File: src/rtl/bpa_pkg.sv
package bpa_pkg;

    // Pool geometry
    localparam int MAP_BYTES  = 128;
    localparam int POOL_BITS  = MAP_BYTES * 8;
    localparam int WORD_W     = 32;
    localparam int POOL_WORDS = (MAP_BYTES + 3) / 4;
    localparam int BIT_AW     = 5;
    localparam int WORD_AW    = (POOL_WORDS > 1) ? $clog2(POOL_WORDS) : 1;
    localparam int IDX_W      = WORD_AW + BIT_AW;
    localparam int PTR_W      = WORD_AW + 1;

    // Bits of the last word that belong to the pool
    localparam int LAST_BITS = POOL_BITS - WORD_W * (POOL_WORDS - 1);
    localparam logic [WORD_W-1:0] LAST_MASK =
        WORD_W'((33'(1) << LAST_BITS) - 33'(1));

    localparam logic [PTR_W-1:0]   PTR_END   = PTR_W'(POOL_WORDS);
    localparam logic [WORD_AW-1:0] LAST_WORD = WORD_AW'(POOL_WORDS - 1);

    // Id and status fields
    localparam int ID_W   = 16;
    localparam int ST_W   = 2;
    localparam int DATA_W = 24;
    localparam logic [ID_W-1:0] POOL_SIZE_ID = ID_W'(POOL_BITS);
    localparam logic [ID_W-1:0] BASE_RESET   = ID_W'(1);

    typedef enum logic [ST_W-1:0] {
        STAT_OK        = 2'd0,
        STAT_EXHAUSTED = 2'd1,
        STAT_RANGE     = 2'd2
    } status_t;

    typedef enum logic {
        UOP_FIND,
        UOP_CLEAR
    } uop_t;

    // Bitmap memory port
    typedef struct packed {
        logic               rd_en;
        logic [WORD_AW-1:0] rd_addr;
        logic               wr_en;
        logic [WORD_AW-1:0] wr_addr;
        logic [WORD_W-1:0]  wr_data;
    } mem_req_t;

    // Shared word unit
    typedef struct packed {
        uop_t              op;
        logic [WORD_W-1:0] word;
        logic [WORD_W-1:0] mask;
        logic [BIT_AW-1:0] pos;
    } unit_req_t;

    typedef struct packed {
        logic              found;
        logic [BIT_AW-1:0] pos;
        logic [WORD_W-1:0] word;
    } unit_rsp_t;

endpackage

File: src/rtl/bpa_map_mem.sv
module bpa_map_mem
    import bpa_pkg::*;
(
    input  logic              clk,
    input  logic              rst_n,
    input  mem_req_t          req,
    output logic [WORD_W-1:0] rd_data
);

    logic [WORD_W-1:0]     mem [POOL_WORDS];
    logic [POOL_WORDS-1:0] valid_reg;
    logic [WORD_W-1:0]     rd_word_reg;
    logic                  rd_valid_reg;

    // Store words and register the read data
    always_ff @(posedge clk)
    begin
        if (req.wr_en)
        begin
            mem[req.wr_addr] <= req.wr_data;
        end
        if (req.rd_en)
        begin
            rd_word_reg <= mem[req.rd_addr];
        end
    end

    // Track written words; an unwritten word reads as all free
    always_ff @(posedge clk or negedge rst_n)
    begin
        if (!rst_n)
        begin
            valid_reg    <= '0;
            rd_valid_reg <= 1'b0;
        end
        else
        begin
            if (req.wr_en)
            begin
                valid_reg[req.wr_addr] <= 1'b1;
            end
            if (req.rd_en)
            begin
                rd_valid_reg <= valid_reg[req.rd_addr];
            end
        end
    end

    assign rd_data = rd_valid_reg ? rd_word_reg : '0;

endmodule

File: src/rtl/bpa_bit_unit.sv
module bpa_bit_unit
    import bpa_pkg::*;
(
    input  unit_req_t req,
    output unit_rsp_t rsp
);

    logic [WORD_W-1:0] free_bits;
    logic [WORD_W-1:0] low_bit;
    logic [BIT_AW-1:0] low_pos;

    // Isolate the lowest free bit inside the pool mask
    assign free_bits = ~req.word & req.mask;
    assign low_bit   = free_bits & (~free_bits + WORD_W'(1));

    // Encode the one-hot position
    always_comb
    begin
        low_pos = '0;
        for (int i = 0; i < WORD_W; i++)
        begin
            if (low_bit[i])
            begin
                low_pos = low_pos | BIT_AW'(i);
            end
        end
    end

    // Set the found bit or clear the requested one
    always_comb
    begin
        rsp.found = |free_bits;
        rsp.pos   = low_pos;
        case (req.op)
            UOP_FIND:  rsp.word = req.word | low_bit;
            UOP_CLEAR: rsp.word = req.word & ~(WORD_W'(1) << req.pos);
            default:   rsp.word = req.word;
        endcase
    end

endmodule

File: src/rtl/bitmap_pid_allocator.sv
// Channel   Dir  Handshake          Payload
// s_*       in   s_tvalid/s_tready  tdata: release_id[15:0]; tuser: mode
// m_*       out  m_tvalid/m_tready  tdata: granted_id[15:0], status[17:16], zero[23:18]
// cfg_*     in   cfg_valid/cfg_ready cfg_data: id_base[15:0]
//
// Allocate scans the bitmap from word 0 until a free bit is found or the last word is checked:
// the bitmap RAM read port delivers one word per cycle to the shared find-first-free unit.
// Release is one read, one clearing write and one result load; a release outside the
// pool goes straight to the result load. The sequencer then returns to idle.
// One request is in work at a time; s_tready is high only while the sequencer is idle.
// The result register holds a finished result while m_tready is low; a new request is
// taken meanwhile, and its result waits until the register frees.
// Reset clears the per-word valid bits at once; no clearing pass is needed.
module bitmap_pid_allocator
    import bpa_pkg::*;
(
    input  logic              clk,
    input  logic              rst_n,
    input  logic              s_tvalid,
    output logic              s_tready,
    input  logic [ID_W-1:0]   s_tdata,   // release_id
    input  logic              s_tuser,   // mode
    output logic              m_tvalid,
    input  logic              m_tready,
    output logic [DATA_W-1:0] m_tdata,   // granted_id, status, zero pad
    input  logic              cfg_valid,
    output logic              cfg_ready,
    input  logic [ID_W-1:0]   cfg_data   // id_base
);

    typedef enum logic [2:0] {
        ST_IDLE,
        ST_SCAN,
        ST_REL_RD,
        ST_REL_WR,
        ST_RESULT
    } state_t;

    state_t             state_reg,    state_next;
    logic [PTR_W-1:0]   ptr_reg,      ptr_next;
    logic               live_reg,     live_next;
    logic [WORD_AW-1:0] live_word_reg, live_word_next;
    logic [IDX_W-1:0]   idx_reg,      idx_next;
    logic [ID_W-1:0]    base_reg,     base_next;
    logic [ID_W-1:0]    res_id_reg,   res_id_next;
    status_t            res_st_reg,   res_st_next;
    logic               m_tvalid_reg, m_tvalid_next;
    logic [DATA_W-1:0]  m_tdata_reg,  m_tdata_next;

    mem_req_t          mem_req;
    logic [WORD_W-1:0] rd_data;
    unit_req_t         unit_req;
    unit_rsp_t         unit_rsp;
    logic [ID_W:0]     rel_diff;
    logic              rel_in_range;
    logic              in_accept;
    logic              out_free;

    bpa_map_mem u_map_mem (
        .clk     (clk),
        .rst_n   (rst_n),
        .req     (mem_req),
        .rd_data (rd_data)
    );

    bpa_bit_unit u_bit_unit (
        .req (unit_req),
        .rsp (unit_rsp)
    );

    assign s_tready  = (state_reg == ST_IDLE);
    assign cfg_ready = 1'b1;
    assign m_tvalid  = m_tvalid_reg;
    assign m_tdata   = m_tdata_reg;

    assign in_accept = s_tvalid && s_tready;
    assign out_free  = !m_tvalid_reg || m_tready;

    // Offset of the released id from the base
    assign rel_diff     = {1'b0, s_tdata} - {1'b0, base_reg};
    assign rel_in_range = !rel_diff[ID_W] && (rel_diff[ID_W-1:0] < POOL_SIZE_ID);

    // Feed the shared unit from the word just read
    always_comb
    begin
        unit_req.op   = (state_reg == ST_REL_WR) ? UOP_CLEAR : UOP_FIND;
        unit_req.word = rd_data;
        unit_req.mask = (live_word_reg == LAST_WORD) ? LAST_MASK : '1;
        unit_req.pos  = idx_reg[BIT_AW-1:0];
    end

    // Sequencer
    always_comb
    begin
        state_next     = state_reg;
        ptr_next       = ptr_reg;
        live_next      = 1'b0;
        live_word_next = live_word_reg;
        idx_next       = idx_reg;
        base_next      = base_reg;
        res_id_next    = res_id_reg;
        res_st_next    = res_st_reg;
        m_tvalid_next  = m_tvalid_reg && !m_tready;
        m_tdata_next   = m_tdata_reg;

        mem_req.rd_en   = 1'b0;
        mem_req.rd_addr = '0;
        mem_req.wr_en   = 1'b0;
        mem_req.wr_addr = live_word_reg;
        mem_req.wr_data = unit_rsp.word;

        if (cfg_valid && cfg_ready)
        begin
            base_next = cfg_data;
        end

        case (state_reg)
            ST_IDLE:
            begin
                if (in_accept)
                begin
                    res_id_next = '0;
                    res_st_next = STAT_OK;
                    if (!s_tuser)
                    begin
                        ptr_next   = '0;
                        state_next = ST_SCAN;
                    end
                    else if (rel_in_range)
                    begin
                        idx_next   = rel_diff[IDX_W-1:0];
                        state_next = ST_REL_RD;
                    end
                    else
                    begin
                        res_st_next = STAT_RANGE;
                        state_next  = ST_RESULT;
                    end
                end
            end

            ST_SCAN:
            begin
                // Stream word reads while checking the word that came back
                if (ptr_reg < PTR_END)
                begin
                    mem_req.rd_en   = 1'b1;
                    mem_req.rd_addr = ptr_reg[WORD_AW-1:0];
                    ptr_next        = ptr_reg + PTR_W'(1);
                    live_next       = 1'b1;
                    live_word_next  = ptr_reg[WORD_AW-1:0];
                end
                if (live_reg)
                begin
                    if (unit_rsp.found)
                    begin
                        mem_req.wr_en = 1'b1;
                        res_id_next   = base_reg + ID_W'({live_word_reg, unit_rsp.pos});
                        live_next     = 1'b0;
                        state_next    = ST_RESULT;
                    end
                    else if (live_word_reg == LAST_WORD)
                    begin
                        res_st_next = STAT_EXHAUSTED;
                        live_next   = 1'b0;
                        state_next  = ST_RESULT;
                    end
                end
            end

            ST_REL_RD:
            begin
                mem_req.rd_en   = 1'b1;
                mem_req.rd_addr = idx_reg[IDX_W-1:BIT_AW];
                state_next      = ST_REL_WR;
            end

            ST_REL_WR:
            begin
                mem_req.wr_en   = 1'b1;
                mem_req.wr_addr = idx_reg[IDX_W-1:BIT_AW];
                state_next      = ST_RESULT;
            end

            ST_RESULT:
            begin
                // Hold until the result register frees
                if (out_free)
                begin
                    m_tvalid_next = 1'b1;
                    m_tdata_next  = DATA_W'({res_st_reg, res_id_reg});
                    state_next    = ST_IDLE;
                end
            end

            default:
            begin
                state_next = ST_IDLE;
            end
        endcase
    end

    always_ff @(posedge clk or negedge rst_n)
    begin
        if (!rst_n)
        begin
            state_reg     <= ST_IDLE;
            ptr_reg       <= '0;
            live_reg      <= 1'b0;
            live_word_reg <= '0;
            idx_reg       <= '0;
            base_reg      <= BASE_RESET;
            res_id_reg    <= '0;
            res_st_reg    <= STAT_OK;
            m_tvalid_reg  <= 1'b0;
            m_tdata_reg   <= '0;
        end
        else
        begin
            state_reg     <= state_next;
            ptr_reg       <= ptr_next;
            live_reg      <= live_next;
            live_word_reg <= live_word_next;
            idx_reg       <= idx_next;
            base_reg      <= base_next;
            res_id_reg    <= res_id_next;
            res_st_reg    <= res_st_next;
            m_tvalid_reg  <= m_tvalid_next;
            m_tdata_reg   <= m_tdata_next;
        end
    end

`ifndef SYNTHESIS
    // Bitmap writes come only from a successful scan or a release
    a_write_state: assert property (@(posedge clk) disable iff (!rst_n)
        mem_req.wr_en |-> (state_reg == ST_SCAN || state_reg == ST_REL_WR))
        else $error("bitmap written outside scan or release");

    // A failed request never carries an id
    a_fail_no_id: assert property (@(posedge clk) disable iff (!rst_n)
        (m_tvalid && m_tdata[ID_W+ST_W-1:ID_W] != STAT_OK) |-> (m_tdata[ID_W-1:0] == '0))
        else $error("failed request returned an id");

    // An accepted request keeps the input closed on the next cycle
    a_busy_after_accept: assert property (@(posedge clk) disable iff (!rst_n)
        in_accept |=> !s_tready)
        else $error("input reopened right after accept");

    // A pending result is not overwritten
    a_result_holds: assert property (@(posedge clk) disable iff (!rst_n)
        (state_reg == ST_RESULT && m_tvalid && !m_tready) |=>
            (state_reg == ST_RESULT && $stable(m_tdata)))
        else $error("pending result overwritten");

    // The scan pointer stops at the pool end
    a_ptr_bound: assert property (@(posedge clk) disable iff (!rst_n)
        ptr_reg <= PTR_END)
        else $error("scan pointer past pool end");
`endif

endmodule

File: config.mk
export PLATFORM = sky130hd
export DESIGN_NAME = bitmap_pid_allocator
export DESIGN_NICKNAME = d
export VERILOG_FILES = /design/src/rtl/bpa_pkg.sv /design/src/rtl/bpa_map_mem.sv /design/src/rtl/bpa_bit_unit.sv /design/src/rtl/bitmap_pid_allocator.sv
export SDC_FILE = /design/constraint.sdc
export NUM_CORES = 1
export LEC_CHECK = 0
export ABC_AREA = 1
export BUFFER_PORTS_ARGS = -buffer_cell sky130_fd_sc_hd__buf_2
export CAP_MARGIN = 15
export CORE_MARGIN = 4
export CORE_UTILIZATION = 65
export CTS_BUF_LIST = sky130_fd_sc_hd__clkbuf_4 sky130_fd_sc_hd__clkbuf_8 sky130_fd_sc_hd__clkbuf_16
export DETAILED_ROUTE_END_ITERATION = 10
export PLACE_DENSITY = 0.82
export RECOVER_POWER = 100
export SLEW_MARGIN = 10
export SYNTH_ARGS = -nofsm -noshare
export SYNTH_HDL_FRONTEND = slang
export SYNTH_SLANG_ARGS = --single-unit
File: constraint.sdc
create_clock -name clk -period 6.15 [get_ports clk]
set_input_delay 1.23 -clock clk [delete_from_list [all_inputs] [get_ports clk]]
set_output_delay 1.23 -clock clk [all_outputs]
set_load 0.1 [all_outputs]
Word-level counts from Yosys, hierarchy flattened
Memories as Yosys holds them, arrays and structs flattened. A register that Yosys moved wholly into a read port is not among the register bits.
Index checks and enable logic that the tools add are counted.
Word-level totals
  memory bits (writable): 1024
  bits of input ports: 38
  output and inout port bits: 27
  word-level logic and storage cells: 199
  memories kept: 1
  flip-flop bits (word level): 117
Memories
  u_map_mem.mem: words 32, bits a word 32, read ports 1, clocked after memory_dff 1, write ports 1, line bpa_map_mem.sv:10  | logic [WORD_W-1:0] mem [POOL_WORDS];
Cells by class
  shift operators: 1
  add/subtract/negate cells: 4
  reductions and logical operators: 18
  bitwise gates (word level): 8
  muxes and demuxes: 134
  eq/ne operators: 16
  $lt $le $gt $ge: 5
Operators by type and width (count)
  $mux W16: 7
  $not A32 Y32: 3
  $mux W5: 19
  $mux W10: 9
  $mux W3: 24
  $and A32 B32 Y32: 2
  $or A32 B32 Y32: 2
  $pmux W32 S2: 1
  $mux W6: 9
  $mux W24: 2
  $mux W2: 20
  $add A32 B1 Y32 const B: 1
  $mux W32: 1
  $mux W4: 8
  $pmux W16 S2: 1
  $reduce_or A32 Y1: 1
  $shl A1 B5 Y32 const A: 1
  $mux W1: 26
  $pmux W6 S2: 2
  $sub A16 B16 Y17: 1
  $add A16 B10 Y16: 1
  $lt A16 B11 Y1 const B: 1
  $reduce_and A4 Y1: 4
  $pmux W3 S5: 1
  23 further kinds: 39

Depth between registers and ports, before layout
  word-level depth: 43
  gate-level depth with buffers: 28
  mapped depth without buffers: 25

Modules after synthesis
From an unflattened synthesis, not the netlist that was laid out.
Second synthesis, totals
  cells, all modules: 4647
  area, all modules: 50278.2 um^2
By module, submodules not included
  bpa_map_mem: instances 1, area each 43710.7 um^2, cells an instance 3618, seq. area each 32536.2 um^2
  bitmap_pid_allocator: instances 1, area each 4815.9 um^2, cells an instance 655, seq. area each 1953.1 um^2
  bpa_bit_unit: instances 1, area each 1751.7 um^2, cells an instance 374, seq. area each 0.0 um^2

Worst setup path after synthesis
Ideal clock, no wire load.
  path kind: input-to-reg
  start: input s_tdata[0]
  end: register idx_reg[2]
  slack: 2.705 ns
  stages on the path: 18
  data arrival time: 3.318 ns
  path buffers: 1
  library setup time: 0.127 ns
  required time: 6.023 ns
  cell sequence: inv_1 -> ha_1 -> fa_1 -> inv_1 -> nand3_1 -> nand2_1 -> nand2_1 -> nand2_1 -> nand3_1 -> nand2_1 -> nand2_1 -> nand2_1 -> nand4_1 -> nor2_2 -> nand3_1 -> buf_2 -> nand2_1 -> o21ai_0
Between the ends
  longest elaborated chain between the ends: 10
  elaborated cells between the ends (all ways): 15
  those cells by class: add/sub (1); order compare (1); eq/ne (1); mux (9); reduce/logical (3)
RTL lines
  start: declaration: line bitmap_pid_allocator.sv:21  | input logic [ID_W-1:0] s_tdata,
  $sub A16 B16 Y17 *: line bitmap_pid_allocator.sv:80  | assign rel_diff = {1'b0, s_tdata} - {1'b0, base_reg};
  parallel branches: the longest is 9 deep, another holds $lt A16 B11 Y1
  end signal: assignment: line bitmap_pid_allocator.sv:224  | idx_reg <= idx_next;
  end: declaration: line bitmap_pid_allocator.sv:43  | logic [IDX_W-1:0] idx_reg, idx_next;
Mark *: on every way between the ends. The select of a mux whose other input is x is not followed.
A chain may end at the register's enable or synchronous reset.

Worst setup path after layout
  start: register u_map_mem.rd_valid_reg
  end: memory u_map_mem.mem[18][18], enable pin
Between the ends
  longest elaborated chain between the ends: 11
RTL lines
  start: declaration: line bpa_map_mem.sv:13  | logic rd_valid_reg;
  start signal: assignment: line bpa_map_mem.sv:44  | rd_valid_reg <= valid_reg[req.rd_addr];
  $mux W32: line bpa_map_mem.sv:49  | assign rd_data = rd_valid_reg ? rd_word_reg : '0;
  $not A32 Y32: line bpa_bit_unit.sv:13  | assign free_bits = ~req.word & req.mask;
  $reduce_or A32 Y1: line bpa_bit_unit.sv:32  | rsp.found = |free_bits;
  $mux W1: line bitmap_pid_allocator.sv:155  | if (unit_rsp.found)
  $mux W1: line bitmap_pid_allocator.sv:153  | if (live_reg)
  $mux W1: line bitmap_pid_allocator.sv:117  | case (state_reg)
  $mux W1: line bitmap_pid_allocator.sv:153
  $mux W1: line bitmap_pid_allocator.sv:117
  $pmux W1 S2: line bitmap_pid_allocator.sv:117
  $mux W1: line bpa_map_mem.sv:18  | if (req.wr_en)
  $mux W1 (not written as such): line bpa_map_mem.sv:20  | mem[req.wr_addr] <= req.wr_data;
  end: declaration: line bpa_map_mem.sv:10
Every way passes these cells. The select of a mux whose other input is x is not followed.

==> results.py <==
metrics = {
    "die": {
        "num_rows": 100,
        "fp.coreArea_um2": 74800,
        "x_dimension_of_the_die_um": 283,
        "floorplan.die_area_um2": 80300,
        "top_level_i_o_count": 65,
        "initial_core_utilization": 0.659,
        "die_y_um": 283,
    },
    "layout": {
        "share_of_final_layout_standard_cells_stronger_than_drive_strength_1": 0.0785,
        "finish.net_count": 4319,
        "areaGrowthSynthToFinish_pct": 9.90,
        "finish.cell_count_without_fillers": 5316,
        "utilization": 0.724,
        "layout.filler_cells": 4766,
        "max_reg_flops": 1024,
    },
    "placed_design": {
        "gp_congestion": 0.945,
        "hpwl_detailed_um": 74200,
        "placedCellCount": 5105,
        "portBuffers": 57,
    },
    "setup_path": {
        "cell_chain_critical_path": "buf_4 -> nand2_1 -> inv_1 -> nand2_1 -> nor2_1 -> nand4_1 -> nor3_1 -> nand2_1 -> nand3_1 -> nand2_1 -> nand3_1 -> nor2_1 -> clkbuf_2",
        "crit_arrival_ns": 5.80,
        "timing_worst_setup_path_type": "reg -> reg",
        "crit_path_max_incr_delay_ns": 1.30,
        "critical-path-slowest-cell": "nor2_1",
        "path_max_fanout": 25,
        "worst-path-buf-inv": 3,
        "r2r.worst_path.cells": 13,
        "critical_path.startpoint_type": "register",
        "required_ns": 6.45,
        "timing.critical_path.max_delay_family": "simple AND/OR/NAND/NOR gates",
        "end_kind": "register",
        "path_common_cell": "nand2_1",
        "timing.critical_path.depth": 13,
    },
    "grt": {
        "global_route.overflow_total": 0,
        "globalRouteMet3Util": 0.0522,
        "grt_use_met1": 0.457,
        "first_global_vias": 32946,
        "grt_first_pass_wirelength_um": 202000,
        "grt_max_degree": 256,
        "gr-usage-met2": 0.535,
        "antenna_found_initial": 1,
        "grt_busiest_layer": "met2",
        "grt_util_all_layers": 0.331,
    },
    "timing": {
        "totalNegativeSetupSlack_ns": 0,
        "max_freq_mhz": 182,
        "tightest_slew_ns": 3.90,
        "max_slew_margin": -1.60,
        "rsz0062_at_grt": "no",
        "hold_violations": 0,
        "post-route-period-util": 0.894,
        "finClkSkew_ns": 0.0575,
        "setup_violations": 0,
        "final-max-slew-violation-count": 867,
        "period_needed_ns": 5.50,
    },
    "logic_synthesis": {
        "yosys.cell_types.count": 52,
        "synthTopCellsByArea": "edfxtp_1, nor2_1, o21ai_0",
        "ffs_latches_synth": 1167,
        "synth-main-ff-cell": "edfxtp_1",
        "synthDominantAreaCellType": "edfxtp_1",
        "yosysWarnings": 0,
        "netlist_instances": 4243,
        "synth.avg_cell_area_um2": 11.6,
        "synth.yosys.seq_area_share": 0.700,
        "async_flop_share": 0.0951,
        "synth.cell_area_um2": 49300,
        "synth_enable_flop_cells": 1056,
        "yosys.area.top_type_share": 0.643,
    },
    "clock_network": {
        "cts_repair_resize_count": 0,
        "numCtsBuffers": 110,
        "cts_tree": "yes",
        "cts-root-to-sink-buffers": 3,
        "cts_setup_buffers": 0,
        "clock_tree.root_cell": "clkbuf_16",
        "clk_pin_slew_ns": 0.07,
        "htreeDepth": 3,
        "cts-hold-fix-buffers": 0,
        "clock_insertion_delay_worst_skew_ns": 0.72,
        "clock-sinks": 1167,
    },
    "drt": {
        "first_iter_violations": 5384,
        "wl_um": 136000,
        "detail_route.drc_violations": 0,
        "ant_nets": 0,
        "avgViaCountPerCell": 6.49,
        "drt_pre_antenna_iters": 6,
        "detailroute.via_count": 34482,
        "post_drt_wl_per_cell_um": 25.5,
    },
    "status": {
        "run_status": "finished, violations left",
        "failed_checks": "capacitance limit, slew limit",
    },
    "pwr": {
        "cellPowerDensity_nw_per_um2": 384,
        "p_leak_uw": 0.0188,
        "peakVddDrop_mv": 0.285,
    },
    "worst_hold_path": {
        "hold_path_cells": 2,
        "worstHoldPathType": "reg -> reg",
    },
    "job": {
        "cap_viol_max_count": 35,
    },
}
==> stage by stage <==
step | worst slack [ns] | cell area, um2 | hold WS [ns] | power, uW
global placement | 1.43 | 50800 | 0.439 | 13700
floorplan | 2.70 | 49300 | 0.427 | 12600
global route | 0.359 | 54200 | 0.477 | 21600
detailed placement | 1.39 | 50800 | 0.446 | 13800
CTS | 1.38 | 54600 | 0.461 | 20800
finish | 0.655 | 54200 | 0.460 | 20800
==> routing by layer <==
metal / part of all wire / up-vias
met1: 0.37 / 16620
met4: 0.046 / 0
met2: 0.48 / 2285
met3: 0.11 / 372
met5: 0 / -
li1: - / 15205
==> cell type report <==
cell class | instances | area [um2] | area share
Inverter | 157 | 602 | 0.0111
Clock buffer | 129 | 2910 | 0.0538
Clock inverter | 77 | 886 | 0.0164
Timing Repair Buffer | 142 | 886 | 0.0164
Tap cell | 969 | 1210 | 0.0224
Sequential cell | 1167 | 34500 | 0.637
Multi-Input combinational cell | 2674 | 13200 | 0.243
Antenna cell | 1 | 2.50 | 0.0000462
==> where the power goes <==
part,switching [uW],total (uW),leakage (uW),internal [uW]
Sequential,183,9590,0.0112,9410
Clock,3010,7060,0.00184,4050
Combinational,3170,4120,0.00572,951
==> worst min-delay path, cell delays in order (launching register included) <==
cell and delay (ns):
dfrtp_1 0.32, inv_1 0.04, o21ai_0 0.06
==> worst paths after layout <==
check,start,endpoint,slack (ns)
min in group asynchronous,rst_n,m_tvalid,1.88
worst max register to register,u_map_mem.rd_valid_reg,u_map_mem.mem[18][18],0.65
worst max-delay path,u_map_mem.rd_valid_reg,u_map_mem.mem[18][18],0.65
worst min-delay path,u_map_mem.valid_reg[3],u_map_mem.valid_reg[3],0.46
worst min register to register,u_map_mem.valid_reg[3],u_map_mem.valid_reg[3],0.46
max in group asynchronous,rst_n,u_map_mem.valid_reg[8],1.58
==> cell families after synthesis <==
group | count (synthesis) | share of synthesized area
DFF | 1167 | 0.700
other | 2 | 0.000152
xor gates and xnor gates | 11 | 0.00195
adders and majority gates | 29 | 0.00767
and+or+nand+nor | 1630 | 0.136
buffers and inverters | 407 | 0.0354
AOI/OAI and AO/OA | 979 | 0.115
muxes | 18 | 0.00411
==> synth_stat cells, types with 3 or more instances <==
cell      count
nor4_1        5
xnor2_1       7
inv_2         8
o21ai_0     612
o31ai_1       3
nor2_1      906
nand3_1     204
buf_2        82
o22ai_1       9
buf_1        13
nor3_1       15
nand3_2       7
xor2_1        4
nand2_2       4
nor2_2        8
nand3b_1      4
or2_1        16
a21oi_1      45
ha_1         27
buf_6         8
o211ai_1    274
o21bai_1      6
clkbuf_1    133
mux2_2       18
edfxtp_1   1056
inv_1       149
nand4_1      33
nand2_1     418
o21ai_1      12
buf_4        14
dfrtp_1     110
o21a_1        4
==> cell usage in the layout (no fill, tap or decap), drive strengths merged, types with 6 or more instances in the layout <==
cell      synthesis  final
ha               27     27
dfrtp           110    110
o22ai             9      9
bufinv            0     15
nand3           212    212
nand2           423    423
mux2             18     18
nor3             16     16
xnor2             7      7
o21bai            6      6
nand4            33     33
buf             117     71
inv             157    164
or2              17     17
clkbuf          133    200
conb              2      7
edfxtp         1056   1056
clkinvlp          0     12
nor2            916    916
o211ai          274    274
a21oi            46     46
clkinv            0     43
o21ai           627    627
No activity file was read; power rests on OpenSTA's default activity.
